$ cat src/rtl/core/adc_pkg.sv
// Package for the argmax Dice score block: widths, the sample record and helpers.
// No dependencies; every other file depends on it.
`timescale 1ns / 1ps
package adc_pkg;
	localparam int NUM_CLASSES = 8;
	localparam int CLS_W       = 3;
	localparam int CC_W        = 4;
	localparam int PROB_W      = 16;
	localparam int CNT_W       = 25;
	localparam int TOTAL_W     = 26;
	localparam int PRES_W      = 9;
	localparam int MEAN_W      = 17;
	localparam int DEN_W       = 26;
	localparam int REM_W       = 26;
	localparam int DIV_STEPS   = 17;
	localparam int STEP_W      = 5;
	localparam int QUEUE_DEPTH = 2;

	localparam logic [CC_W-1:0]   CC_RESET = 4'd8;
	localparam logic [CC_W-1:0]   CC_MIN   = 4'd2;
	localparam logic [CC_W-1:0]   CC_MAX   = CC_W'(NUM_CLASSES);
	localparam logic [CNT_W-1:0]  CNT_MAX  = {CNT_W{1'b1}};
	localparam logic [PRES_W-1:0] PRES_MAX = {PRES_W{1'b1}};

	typedef logic [CNT_W-1:0] cnt_t;

	typedef struct packed {
		cnt_t [NUM_CLASSES-1:0] isect;
		cnt_t [NUM_CLASSES-1:0] pred;
		cnt_t [NUM_CLASSES-1:0] truth;
		logic [CC_W-1:0]        k;
		logic                   last;
	} sample_t;

	function automatic cnt_t sat_inc(input cnt_t v, input logic en);
		sat_inc = (en && v != CNT_MAX) ? v + cnt_t'(1) : v;
	endfunction
endpackage

$ cat src/rtl/core/adc_ifs.sv
// Channel interfaces: voxel input and score output, valid/ready handshake.
// Depends on adc_pkg.
`timescale 1ns / 1ps
interface voxel_if;
	logic                       valid;
	logic                       ready;
	logic [adc_pkg::PROB_W-1:0] prob_class0;
	logic [adc_pkg::PROB_W-1:0] prob_class1;
	logic [adc_pkg::PROB_W-1:0] prob_class2;
	logic [adc_pkg::PROB_W-1:0] prob_class3;
	logic [adc_pkg::PROB_W-1:0] prob_class4;
	logic [adc_pkg::PROB_W-1:0] prob_class5;
	logic [adc_pkg::PROB_W-1:0] prob_class6;
	logic [adc_pkg::PROB_W-1:0] prob_class7;
	logic [adc_pkg::CLS_W-1:0]  true_label;
	logic                       last_voxel;
	logic                       last_sample;
	modport source (output valid, prob_class0, prob_class1, prob_class2, prob_class3,
		prob_class4, prob_class5, prob_class6, prob_class7, true_label, last_voxel,
		last_sample, input ready);
	modport sink (input valid, prob_class0, prob_class1, prob_class2, prob_class3,
		prob_class4, prob_class5, prob_class6, prob_class7, true_label, last_voxel,
		last_sample, output ready);
endinterface

interface score_if;
	logic                       valid;
	logic                       ready;
	logic [adc_pkg::MEAN_W-1:0] mean_dice;
	logic [adc_pkg::PRES_W-1:0] present_classes;
	modport source (output valid, mean_dice, present_classes, input ready);
	modport sink (input valid, mean_dice, present_classes, output ready);
endinterface

$ cat src/rtl/core/adc_front.sv
// Front end: class count register, argmax per voxel and per-class sample counters.
// Depends on adc_pkg and voxel_if; pushes closed samples into adc_queue.
`timescale 1ns / 1ps
module adc_front (
	input  logic                     clk,
	input  logic                     arst_n,
	voxel_if.sink                    vox,
	input  logic                     cfg_we,
	input  logic [adc_pkg::CC_W-1:0] cfg_wdata,
	output logic                     push,
	output adc_pkg::sample_t         entry,
	input  logic                     full
);
	import adc_pkg::*;

	logic [CC_W-1:0]   class_count_q;
	logic [CC_W-1:0]   k;
	logic [PROB_W-1:0] prob [NUM_CLASSES];
	logic [CLS_W-1:0]  best;
	logic [PROB_W-1:0] best_val;
	logic              label_ok;
	logic              accept;
	logic              close;
	cnt_t              isect_q [NUM_CLASSES];
	cnt_t              pred_q  [NUM_CLASSES];
	cnt_t              truth_q [NUM_CLASSES];
	cnt_t              isect_d [NUM_CLASSES];
	cnt_t              pred_d  [NUM_CLASSES];
	cnt_t              truth_d [NUM_CLASSES];

	always_comb begin
		if (class_count_q < CC_MIN) begin
			k = CC_MIN;
		end else if (class_count_q > CC_MAX) begin
			k = CC_MAX;
		end else begin
			k = class_count_q;
		end
	end

	assign prob[0] = vox.prob_class0;
	assign prob[1] = vox.prob_class1;
	assign prob[2] = vox.prob_class2;
	assign prob[3] = vox.prob_class3;
	assign prob[4] = vox.prob_class4;
	assign prob[5] = vox.prob_class5;
	assign prob[6] = vox.prob_class6;
	assign prob[7] = vox.prob_class7;

	// first maximum wins
	always_comb begin
		best     = '0;
		best_val = prob[0];
		for (int c = 1; c < NUM_CLASSES; c++) begin
			if (CC_W'(c) < k && prob[c] > best_val) begin
				best     = CLS_W'(c);
				best_val = prob[c];
			end
		end
	end

	assign label_ok  = {1'b0, vox.true_label} < k;
	assign accept    = vox.valid && !full;
	assign close     = vox.last_voxel || vox.last_sample;
	assign vox.ready = !full;
	assign push      = accept && close;

	always_comb begin
		for (int c = 0; c < NUM_CLASSES; c++) begin
			pred_d[c]  = sat_inc(pred_q[c], best == CLS_W'(c));
			truth_d[c] = sat_inc(truth_q[c], label_ok && vox.true_label == CLS_W'(c));
			isect_d[c] = sat_inc(isect_q[c],
				label_ok && vox.true_label == CLS_W'(c) && best == CLS_W'(c));
			entry.isect[c] = isect_d[c];
			entry.pred[c]  = pred_d[c];
			entry.truth[c] = truth_d[c];
		end
		entry.k    = k;
		entry.last = vox.last_sample;
	end

	always_ff @(posedge clk or negedge arst_n) begin
		if (!arst_n) begin
			class_count_q <= CC_RESET;
			for (int c = 0; c < NUM_CLASSES; c++) begin
				isect_q[c] <= '0;
				pred_q[c]  <= '0;
				truth_q[c] <= '0;
			end
		end else begin
			if (cfg_we) begin
				class_count_q <= cfg_wdata;
			end
			if (accept) begin
				for (int c = 0; c < NUM_CLASSES; c++) begin
					isect_q[c] <= close ? '0 : isect_d[c];
					pred_q[c]  <= close ? '0 : pred_d[c];
					truth_q[c] <= close ? '0 : truth_d[c];
				end
			end
		end
	end
endmodule

$ cat src/rtl/core/adc_queue.sv
// Short queue of closed sample records between front and back end.
// Depends on adc_pkg.
`timescale 1ns / 1ps
module adc_queue (
	input  logic             clk,
	input  logic             arst_n,
	input  logic             push,
	input  adc_pkg::sample_t wr_entry,
	output logic             full,
	input  logic             pop,
	output logic             valid,
	output adc_pkg::sample_t head
);
	import adc_pkg::*;

	sample_t    mem_q [QUEUE_DEPTH];
	logic       wr_ptr_q;
	logic       rd_ptr_q;
	logic [1:0] cnt_q;

	assign full  = cnt_q == 2'(QUEUE_DEPTH);
	assign valid = cnt_q != 2'd0;
	assign head  = mem_q[rd_ptr_q];

	always_ff @(posedge clk) begin
		if (push) begin
			mem_q[wr_ptr_q] <= wr_entry;
		end
	end

	always_ff @(posedge clk or negedge arst_n) begin
		if (!arst_n) begin
			wr_ptr_q <= 1'b0;
			rd_ptr_q <= 1'b0;
			cnt_q    <= '0;
		end else begin
			if (push) begin
				wr_ptr_q <= !wr_ptr_q;
			end
			if (pop) begin
				rd_ptr_q <= !rd_ptr_q;
			end
			cnt_q <= cnt_q + 2'(push) - 2'(pop);
		end
	end
endmodule

$ cat src/rtl/core/adc_back.sv
// Back end: per-class Dice by a shared bit-serial divider, batch totals and mean.
// Depends on adc_pkg and score_if; pops sample records from adc_queue.
`timescale 1ns / 1ps
module adc_back (
	input  logic             clk,
	input  logic             arst_n,
	input  logic             q_valid,
	input  adc_pkg::sample_t q_head,
	output logic             pop,
	score_if.source          score
);
	import adc_pkg::*;

	localparam logic [2:0] S_IDLE  = 3'd0;
	localparam logic [2:0] S_CHECK = 3'd1;
	localparam logic [2:0] S_DIV   = 3'd2;
	localparam logic [2:0] S_MEAN  = 3'd3;
	localparam logic [2:0] S_OUT   = 3'd4;

	logic [2:0]          state_q;
	logic [CC_W-1:0]     cls_q;
	logic [REM_W-1:0]    rem_q;
	logic [DEN_W-1:0]    den_q;
	logic [MEAN_W-1:0]   quo_q;
	logic [MEAN_W-1:0]   lo_q;
	logic [STEP_W-1:0]   step_q;
	logic [TOTAL_W-1:0]  total_q;
	logic [PRES_W-1:0]   present_q;
	logic                out_valid_q;
	logic [MEAN_W-1:0]   mean_q;
	logic [PRES_W-1:0]   pres_out_q;
	logic [REM_W:0]      r2;
	logic                ge;
	logic [MEAN_W-1:0]   quo_d;
	logic [CLS_W-1:0]    ci;
	logic                last_step;
	logic                load_out;

	assign ci        = cls_q[CLS_W-1:0];
	assign r2        = {rem_q, lo_q[MEAN_W-1]};
	assign ge        = r2 >= {1'b0, den_q};
	assign quo_d     = {quo_q[MEAN_W-2:0], ge};
	assign last_step = step_q == STEP_W'(DIV_STEPS - 1);
	assign load_out  = state_q == S_OUT && (!out_valid_q || score.ready);
	assign pop       = load_out || (state_q == S_CHECK && cls_q >= q_head.k && !q_head.last);

	assign score.valid           = out_valid_q;
	assign score.mean_dice       = mean_q;
	assign score.present_classes = pres_out_q;

	always_ff @(posedge clk) begin
		case (state_q)
			S_CHECK: begin
				quo_q  <= '0;
				step_q <= '0;
				if (cls_q >= q_head.k) begin
					rem_q <= REM_W'(total_q[TOTAL_W-1:MEAN_W]);
					lo_q  <= total_q[MEAN_W-1:0];
					den_q <= DEN_W'(present_q);
				end else begin
					rem_q <= REM_W'(q_head.isect[ci]);
					lo_q  <= '0;
					den_q <= DEN_W'(q_head.pred[ci]) + DEN_W'(q_head.truth[ci]);
				end
			end
			S_DIV, S_MEAN: begin
				rem_q  <= ge ? REM_W'(r2 - {1'b0, den_q}) : REM_W'(r2);
				lo_q   <= {lo_q[MEAN_W-2:0], 1'b0};
				quo_q  <= quo_d;
				step_q <= step_q + STEP_W'(1);
			end
			default: begin
			end
		endcase
		if (load_out) begin
			mean_q     <= (present_q == '0) ? '0 : quo_q;
			pres_out_q <= present_q;
		end
	end

	always_ff @(posedge clk or negedge arst_n) begin
		if (!arst_n) begin
			state_q     <= S_IDLE;
			cls_q       <= '0;
			total_q     <= '0;
			present_q   <= '0;
			out_valid_q <= 1'b0;
		end else begin
			if (load_out) begin
				out_valid_q <= 1'b1;
			end else if (score.ready) begin
				out_valid_q <= 1'b0;
			end
			case (state_q)
				S_IDLE: begin
					cls_q <= CC_W'(1);
					if (q_valid) begin
						state_q <= S_CHECK;
					end
				end
				S_CHECK: begin
					if (cls_q >= q_head.k) begin
						state_q <= q_head.last ? S_MEAN : S_IDLE;
					end else if (q_head.truth[ci] != '0 && present_q != PRES_MAX) begin
						state_q <= S_DIV;
					end else begin
						cls_q <= cls_q + CC_W'(1);
					end
				end
				S_DIV: begin
					if (last_step) begin
						total_q   <= total_q + TOTAL_W'(quo_d);
						present_q <= present_q + PRES_W'(1);
						cls_q     <= cls_q + CC_W'(1);
						state_q   <= S_CHECK;
					end
				end
				S_MEAN: begin
					if (last_step) begin
						state_q <= S_OUT;
					end
				end
				S_OUT: begin
					if (load_out) begin
						total_q   <= '0;
						present_q <= '0;
						state_q   <= S_IDLE;
					end
				end
				default: begin
					state_q <= S_IDLE;
				end
			endcase
		end
	end

	a_pop_has_entry: assert property (@(posedge clk) disable iff (!arst_n)
		pop |-> q_valid)
		else $error("pop with empty queue");
	a_div_den_nonzero: assert property (@(posedge clk) disable iff (!arst_n)
		state_q == S_DIV |-> den_q != '0)
		else $error("dice divisor is zero");
	a_mean_bound: assert property (@(posedge clk) disable iff (!arst_n)
		state_q == S_OUT && present_q != '0 |-> quo_q <= MEAN_W'(65536))
		else $error("mean exceeds one");
	a_out_after_mean: assert property (@(posedge clk) disable iff (!arst_n)
		state_q == S_OUT |-> $past(state_q) == S_MEAN || $past(state_q) == S_OUT)
		else $error("result without mean division");
endmodule

$ cat src/rtl/core/argmax_dice_score_top.sv
// Top level of the argmax Dice score block: front end, sample queue, back end.
// Depends on adc_pkg, voxel_if, score_if, adc_front, adc_queue and adc_back.
//
//  channel | dir | handshake          | payload
//  vox     | in  | valid/ready        | prob_class0..7, true_label, last_voxel, last_sample
//  score   | out | valid/ready        | mean_dice, present_classes
//  cfg     | in  | cfg_we, no wait    | cfg_wdata = class_count
//
// Voxels transfer one per cycle while the two-entry sample queue has room.
// Each closed sample takes the back end through a check per class and a division per
// present class (one bit-serial divider); a batch end adds the mean division and a load.
// The front stalls only when the queue is full; a pending result holds the back end.
// Reset clears all counters and totals; class_count resets to 8.
`timescale 1ns / 1ps
module argmax_dice_score_top (
	input  logic                     clk,
	input  logic                     arst_n,
	voxel_if.sink                    vox,
	score_if.source                  score,
	input  logic                     cfg_we,
	input  logic [adc_pkg::CC_W-1:0] cfg_wdata
);
	import adc_pkg::*;

	logic    push;
	logic    full;
	logic    pop;
	logic    q_valid;
	sample_t wr_entry;
	sample_t q_head;

	adc_front u_front (
		.clk       (clk),
		.arst_n    (arst_n),
		.vox       (vox),
		.cfg_we    (cfg_we),
		.cfg_wdata (cfg_wdata),
		.push      (push),
		.entry     (wr_entry),
		.full      (full)
	);

	adc_queue u_queue (
		.clk      (clk),
		.arst_n   (arst_n),
		.push     (push),
		.wr_entry (wr_entry),
		.full     (full),
		.pop      (pop),
		.valid    (q_valid),
		.head     (q_head)
	);

	adc_back u_back (
		.clk     (clk),
		.arst_n  (arst_n),
		.q_valid (q_valid),
		.q_head  (q_head),
		.pop     (pop),
		.score   (score)
	);
endmodule

$ cat src/flat_wrapper.sv
// flat-port wrapper written by rule: the top's interface ports become plain ports
module argmax_dice_score_top_flat import adc_pkg::*;
  (clk, arst_n, cfg_we, cfg_wdata, vox_valid, vox_prob_class0, vox_prob_class1, vox_prob_class2, vox_prob_class3, vox_prob_class4, vox_prob_class5, vox_prob_class6, vox_prob_class7, vox_true_label, vox_last_voxel, vox_last_sample, vox_ready, score_valid, score_mean_dice, score_present_classes, score_ready);
  voxel_if vox_i ();
  score_if score_i ();
  input  logic clk;
  input  logic arst_n;
  input  logic cfg_we;
  input  logic [adc_pkg::CC_W-1:0] cfg_wdata;
  input wire logic [$bits(vox_i.valid)-1:0] vox_valid;
  input wire logic [$bits(vox_i.prob_class0)-1:0] vox_prob_class0;
  input wire logic [$bits(vox_i.prob_class1)-1:0] vox_prob_class1;
  input wire logic [$bits(vox_i.prob_class2)-1:0] vox_prob_class2;
  input wire logic [$bits(vox_i.prob_class3)-1:0] vox_prob_class3;
  input wire logic [$bits(vox_i.prob_class4)-1:0] vox_prob_class4;
  input wire logic [$bits(vox_i.prob_class5)-1:0] vox_prob_class5;
  input wire logic [$bits(vox_i.prob_class6)-1:0] vox_prob_class6;
  input wire logic [$bits(vox_i.prob_class7)-1:0] vox_prob_class7;
  input wire logic [$bits(vox_i.true_label)-1:0] vox_true_label;
  input wire logic [$bits(vox_i.last_voxel)-1:0] vox_last_voxel;
  input wire logic [$bits(vox_i.last_sample)-1:0] vox_last_sample;
  output wire logic [$bits(vox_i.ready)-1:0] vox_ready;
  output wire logic [$bits(score_i.valid)-1:0] score_valid;
  output wire logic [$bits(score_i.mean_dice)-1:0] score_mean_dice;
  output wire logic [$bits(score_i.present_classes)-1:0] score_present_classes;
  input wire logic [$bits(score_i.ready)-1:0] score_ready;
  assign vox_i.valid = vox_valid;
  assign vox_i.prob_class0 = vox_prob_class0;
  assign vox_i.prob_class1 = vox_prob_class1;
  assign vox_i.prob_class2 = vox_prob_class2;
  assign vox_i.prob_class3 = vox_prob_class3;
  assign vox_i.prob_class4 = vox_prob_class4;
  assign vox_i.prob_class5 = vox_prob_class5;
  assign vox_i.prob_class6 = vox_prob_class6;
  assign vox_i.prob_class7 = vox_prob_class7;
  assign vox_i.true_label = vox_true_label;
  assign vox_i.last_voxel = vox_last_voxel;
  assign vox_i.last_sample = vox_last_sample;
  assign vox_ready = vox_i.ready;
  assign score_valid = score_i.valid;
  assign score_mean_dice = score_i.mean_dice;
  assign score_present_classes = score_i.present_classes;
  assign score_i.ready = score_ready;
  argmax_dice_score_top u_core (.clk(clk), .arst_n(arst_n), .vox(vox_i), .score(score_i), .cfg_we(cfg_we), .cfg_wdata(cfg_wdata));
endmodule
$ cat config.mk
export PLATFORM = sky130hd
export DESIGN_NAME = argmax_dice_score_top_flat
export DESIGN_NICKNAME = d
export VERILOG_FILES = /design/src/rtl/core/adc_pkg.sv /design/src/rtl/core/adc_ifs.sv /design/src/rtl/core/adc_front.sv /design/src/rtl/core/adc_queue.sv /design/src/rtl/core/adc_back.sv /design/src/rtl/core/argmax_dice_score_top.sv /design/src/flat_wrapper.sv
export SDC_FILE = /design/constraint.sdc
export NUM_CORES = 2
export LEC_CHECK = 0
export BUFFER_PORTS_ARGS = -buffer_cell sky130_fd_sc_hd__buf_2
export CORE_MARGIN = 2
export CORE_UTILIZATION = 50
export DETAILED_ROUTE_END_ITERATION = 6
export GPL_ROUTABILITY_DRIVEN = 0
export GPL_TIMING_DRIVEN = 1
export PLACE_DENSITY = 0.63
export SYNTH_ARGS = -nofsm -noshare
export SYNTH_HDL_FRONTEND = slang
export SYNTH_SLANG_ARGS = --single-unit
$ cat constraint.sdc
create_clock -name clk -period 85.1 [get_ports clk]
set_input_delay 21.275 -clock clk [delete_from_list [all_inputs] [get_ports clk]]
set_output_delay 21.275 -clock clk [all_outputs]
set_load 0.05 [all_outputs]
# Word level (Yosys, flattened, before mapping)
# Memories as Yosys holds them, arrays and structs flattened.
# Index checks and enable logic that the tools add are counted.
[word_totals]
reg_bits = 768
latchBits = 0
ramBits = 1210
romBits = 0
in_bits = 142
output_inout_bits = 28
word_cells = 320
n_memories = 1
[op_classes]
add_sub_neg = 32
n_mul = 0
n_div = 0
order_cmp = 20
n_eq_ne = 52
shift = 0
mux = 99
bitwise = 0
n_reduce_logical = 75
[mem_list]
columns = ["memory", "words", "word_bits", "read_ports", "rd_ports_with_merged_regs", "wr", "line_no", "text"]
rows = [
  ["u_core.u_queue.mem_q", 2, 605, 1, 0, 1, "adc_queue.sv:16", "sample_t mem_q [QUEUE_DEPTH];"],
]
[ops]
columns = ["op", "n"]
rows = [
  ["$mux W25", 52],
  ["$add A25 B1 Y25 const B", 24],
  ["$ne A25 B25 Y1 const B", 24],
  ["$bmux W25 S3", 3],
  ["$gt A16 B16 Y1", 7],
  ["$pmux W26 S2", 2],
  ["$mux W16", 6],
  ["$mux W26", 3],
  ["$pmux W17 S2", 2],
  ["$logic_and A1 B1 Y1", 53],
  ["$mux W3", 12],
  ["$eq A3 B3 Y1 const B", 9],
  ["$ge A27 B26 Y1", 1],
  ["$mux W9", 3],
  ["$add A25 B25 Y26", 1],
  ["$add A26 B17 Y26", 1],
  ["$sub A26 B26 Y26", 1],
  ["$reduce_bool A25 Y1", 1],
  ["$mux W4", 5],
  ["$eq A3 B2 Y1 const B", 6],
  ["$pmux W9 S2", 1],
  ["$mux W17", 1],
  ["$lt A3 B4 Y1 const A", 4],
  ["$pmux W3 S5", 1],
  ["other kinds (33)", 55],
]

# Logic depth before layout (Yosys ltp)
[logic_depth]
depth_word = 29
ltp_mapped = 96
ltp_nobuf = 85

# By module
# Synthesis repeated with hierarchy kept, for this count alone.
[unflattened]
hier_cells = 8480
hier_area_um2 = 101377.2
[by_module_without_submodules]
columns = ["module", "n_inst", "cells_each", "area_each_um2", "seq_area_each_um2"]
rows = [
  ["adc_queue", 1, 1897, 43919.6, 36434.9],
  ["adc_front", 1, 5229, 42851.1, 15115.7],
  ["adc_back", 1, 1354, 14606.5, 4589.4],
]

# Worst setup path after synthesis
# OpenSTA, ideal clock, no wires.
[synth_timing]
kind = "input -> register"
startpoint = "in vox_valid"
endpoint = "mem u_core.u_queue.mem_q[0][0] (netlist name) (enable)"
setup_ns = 1.592
arrival_ns = 47.238
required_time_ns = 83.508
slack_ns = 36.270
path_stages = 6
path_buffers = 2
path_cell_list = "nand2_1 -> clkbuf_1 -> nor2_1 -> inv_1 -> buf_1 -> nor2_1"
[synth_via]
elab_chain_len = 4
[synth_rtl]
columns = ["item", "line_no", "text"]
rows = [
  ["start: declaration", "flat_wrapper.sv:10", "input wire logic [$bits(vox_i.valid)-1:0] vox_valid;"],
  ["$logic_and A1 B1 Y1", "adc_front.sv:63", "assign accept = vox.valid && !full;"],
  ["$logic_and A1 B1 Y1", "adc_front.sv:66", "assign push = accept && close;"],
  ["$mux W1", "adc_queue.sv:26", "if (push) begin"],
  ["$mux W1 (not written as such)", "adc_queue.sv:27", "mem_q[wr_ptr_q] <= wr_entry;"],
  ["end: declaration", "adc_queue.sv:16", ""],
]
# Every way passes these cells.

==> metrics.md <==
| Metric | Value |
|---|---|
| RSZ-0062 raised after global routing | `false` |
| Most common flop cell mapped by yosys | `edfxtp_1` |
| Setup WS pre-CTS | `43.29 ns` |
| Max-Slew Margin vs Limit | `17.4%` |
| Layout Skew | `0.0445 ns` |
| GRT Total Usage | `27.0%` |
| Reg area | `56,200 µm²` |
| Drt total wl | `270 mm` |
| Final cell count without fillers | `10,700` |
| Status | `finished, final reports clean` |
| Fillers | `16,000` |
| Crit end category | `register` |
| PnR worst setup slack | `44.08 ns` |
| Synth area leaders | `edfxtp_1 (41%), dfrtp_1 (17%), mux4_2 (8.2%), xnor2_1 (3.4%), nand2_1 (3.1%)` |
| CP Launch Type | `primary input` |
| Worst vdd ir | `0.0287 mV` |
| Vias in the first global route | `65,300` |
| Synth top area share | `40.6%` |
| CORE AREA | `195,000 µm²` |
| Max cap viols | `0` |
| Vias per cell | `6.23` |
| CP dominant cell by count | `a21o_1` |
| Max frequency | `0.0244 GHz` |
| Worst skew pair latency | `0.86 ns` |
| Area growth syn-to-layout | `10.9%` |
| Detailed Place HPWL | `177 mm` |
| Hold Path Class | `reg -> reg` |
| Clk root buf | `clkbuf_16` |
| Setup Viol. Count Final | `0` |
| CP max FO | `45` |
| Port bufs | `169` |
| Hold Fails Final Rpt | `0` |
| Clk sink count | `1,978` |
| Cells after synthesis | `7,878` |
| Routed vias | `66,800` |
| Cts hold-fix bufs | `0` |
| Synthesis Warnings | `0` |
| Power per cell area | `31.3 nW/µm²` |
| Asr flop ratio synth | `32.9%` |
| Critical path class | `in -> reg` |
| Multi-input logic area | `39,500 µm²` |
| Maximum clock path buffer count | `3` |
| Synth Area per Inst | `12.4 µm²` |
| I/O Pins | `170` |
| Worst Tran Pin Value | `1.23 ns` |
| Reg clk slew, reported paths | `0.06 ns` |
| Starting Density | `50.3%` |
| Post-route ant nets | `0` |
| Cell variety after synth | `95` |
| Slowest stage cell, crit path | `a221oi_1` |
| CTS Buf Count | `206` |
| Fin crit share | `48.2%` |
| Post-cts resize count | `0` |
| CTS tree | `yes` |
| Drt first pass iters | `6` |
| Static leakage | `42.0 nW` |
| Slowest Stage Delay on Critical Path | `0.71 ns` |
| Sum of negative setup slack | `0 ns` |
| Area leader, netlist | `edfxtp_1` |
| Die X | `447 µm` |
| Largest net degree at the start of global routing | `181` |
| Die height | `447 µm` |
| WL/cell | `25.2 µm` |
| Initial antenna violation count | `12` |
| Number of flops mapped to enable cells by yosys | `1,327` |
| First-pass GRT wire length | `410 mm` |
| # Post-CTS Setup Buffers | `0` |
| Final Max Tran Viols | `0` |
| Drc violations | `0` |
| CTS H-tree depth | `4` |
| Sequential-to-total area share from yosys stat | `57.3%` |
| Die ar. | `200,000 µm²` |
| Minimum clock period | `41.02 ns` |
| Critical Path AT | `41.60 ns` |
| Fin nets | `8,258` |
| Total gr overflow | `0` |
| Total power | `0.00340 W` |
| Drt first-iter violations | `7,181` |
| Layout cells sized above 1 | `13.7%` |
| Dpl cells | `10,300` |
| Cell area after synthesis | `98,000 µm²` |
| Synth Register Bits | `1,978` |
| Num rows | `162` |
| CP Data Required Time | `85.68 ns` |
| Syn nets | `8,237` |
synthesized netlist by cell type, types with 47 or more instances:
master / n
nand2_1: 815
a41oi_1: 53
buf_1: 64
mux4_2: 357
and2_1: 111
a22o_1: 136
xnor2_1: 377
edfxtp_1: 1327
dfrtp_1: 650
and3_1: 194
mux2_2: 68
clkbuf_1: 375
nand4_1: 143
nand3_1: 251
a31oi_1: 103
o31ai_1: 177
o21ai_0: 581
a21o_1: 81
xor2_1: 245
nor2_1: 352
inv_1: 222
a21oi_1: 220
ha_1: 214
nor3_1: 125
mux2i_1: 71
or3_1: 47
critical path: cells and delay by family:
family | cells | cell delay, ns
muxes | 3 | 1.20
buffers and inverters | 12 | 2.89
AOI/OAI and AO/OA | 42 | 9.13
and+or+nand+nor | 17 | 4.93
adders and majority gates | 7 | 1.98
xor gates and xnor gates | 1 | 0.16
cells by family after synthesis:
logic type | after synthesis | synth area share [%]
compound gates | 1642 | 11.0
xor+xnor | 622 | 5.56
simple gates | 2240 | 11.1
buf+inv | 683 | 2.65
mux | 496 | 9.71
flops | 1978 | 57.3
fa+ha+maj | 217 | 2.79
routing by layer:
layer | vias up | global-route usage, % | part of all wire, %
li1 | 29900 | - | -
met1 | 34000 | 37.5 | 42
met2 | 2440 | 43.7 | 48
met3 | 429 | 3.77 | 6.8
met4 | 2 | 8.97 | 3.2
met5 | - | 0 | 0.0048
sequential cells by signal (all words and copies together) (netlist names), 2 cells and up:
signal                               flops
u_core.u_back.step_q                     5
u_core.u_back.state_q                    3
u_core.u_front.truth_q                 200
u_core.u_back.rem_q                     26
u_core.u_back.total_q                   26
u_core.u_back.score.present_classes      9
u_core.u_back.cls_q                      4
u_core.u_queue.cnt_q                     2
u_core.u_back.present_q                  9
u_core.u_back.quo_q                     17
u_core.u_queue.mem_q                  1210
u_core.u_back.lo_q                      17
u_core.u_front.pred_q                  200
u_core.u_front.class_count_q             4
u_core.u_back.score.mean_dice           17
u_core.u_front.isect_q                 200
u_core.u_back.den_q                     26
placed cells by master (no fill, tap or decap), types with 136 or more instances in the layout:
cell / instances
xor2_1: 245
o21ai_0: 581
a21oi_1: 217
mux4_2: 357
nand3_1: 251
nand4_1: 143
nand2_1: 812
a22o_1: 136
nor2_1: 345
buf_2: 168
edfxtp_1: 1327
o31ai_1: 177
dfrtp_1: 646
and3_1: 192
ha_1: 214
clkbuf_16: 208
inv_1: 222
xnor2_1: 377
final cells by class:
cell class,instances,share of cell area [%]
Antenna cell,5,0.0115
Clock buffer,291,5.34
Clock inverter,101,1.18
Inverter,223,0.770
Multi-Input combinational cell,5217,36.3
Sequential cell,1978,51.7
Tap cell,2624,3.02
Timing Repair Buffer,273,1.68
metrics by stage:
| stage | cell area [µm²] | utilization [%] | hold slack [ns] |
|---|---|---|---|
| after global placement | 102000 | 52.1 | 0.473 |
| after floorplan | 98000 | - | 0.423 |
| after CTS | 109000 | 55.7 | 0.489 |
| after detailed placement | 102000 | 52.1 | 0.483 |
| after global routing | 109000 | 55.7 | 0.506 |
| final | 109000 | 55.8 | 0.490 |
path summary, 6_finish.rpt:
kind                                                        startpoint                                     end  slack (ns)  depth (start not counted)
max                                                vox_prob_class1[11]  u_core.u_queue.mem_q[0][426]$_DFFE_PP_       44.08                         82
max in group asynchronous                                       arst_n      u_core.u_back.cls_q[0]$_DFFE_PN0P_       61.42                          4
min                             u_core.u_front.pred_q[119]$_DFFE_PN0P_  u_core.u_front.pred_q[119]$_DFFE_PN0P_        0.49                          1
min reg2reg                     u_core.u_front.pred_q[119]$_DFFE_PN0P_  u_core.u_front.pred_q[119]$_DFFE_PN0P_        0.49                          1
min in group asynchronous                                       arst_n   u_core.u_front.pred_q[90]$_DFFE_PN0P_       20.45                          1
max reg2reg                u_core.u_front.class_count_q[3]$_DFFE_PN1P_  u_core.u_queue.mem_q[0][426]$_DFFE_PP_       66.84                         70
report_power, final:
part           switching, W  internal [W]
combinational      0.000761      0.000435
sequential        0.0000596       0.00121
clock              0.000388      0.000550
Note: power is estimated with default switching activity, not from simulation.
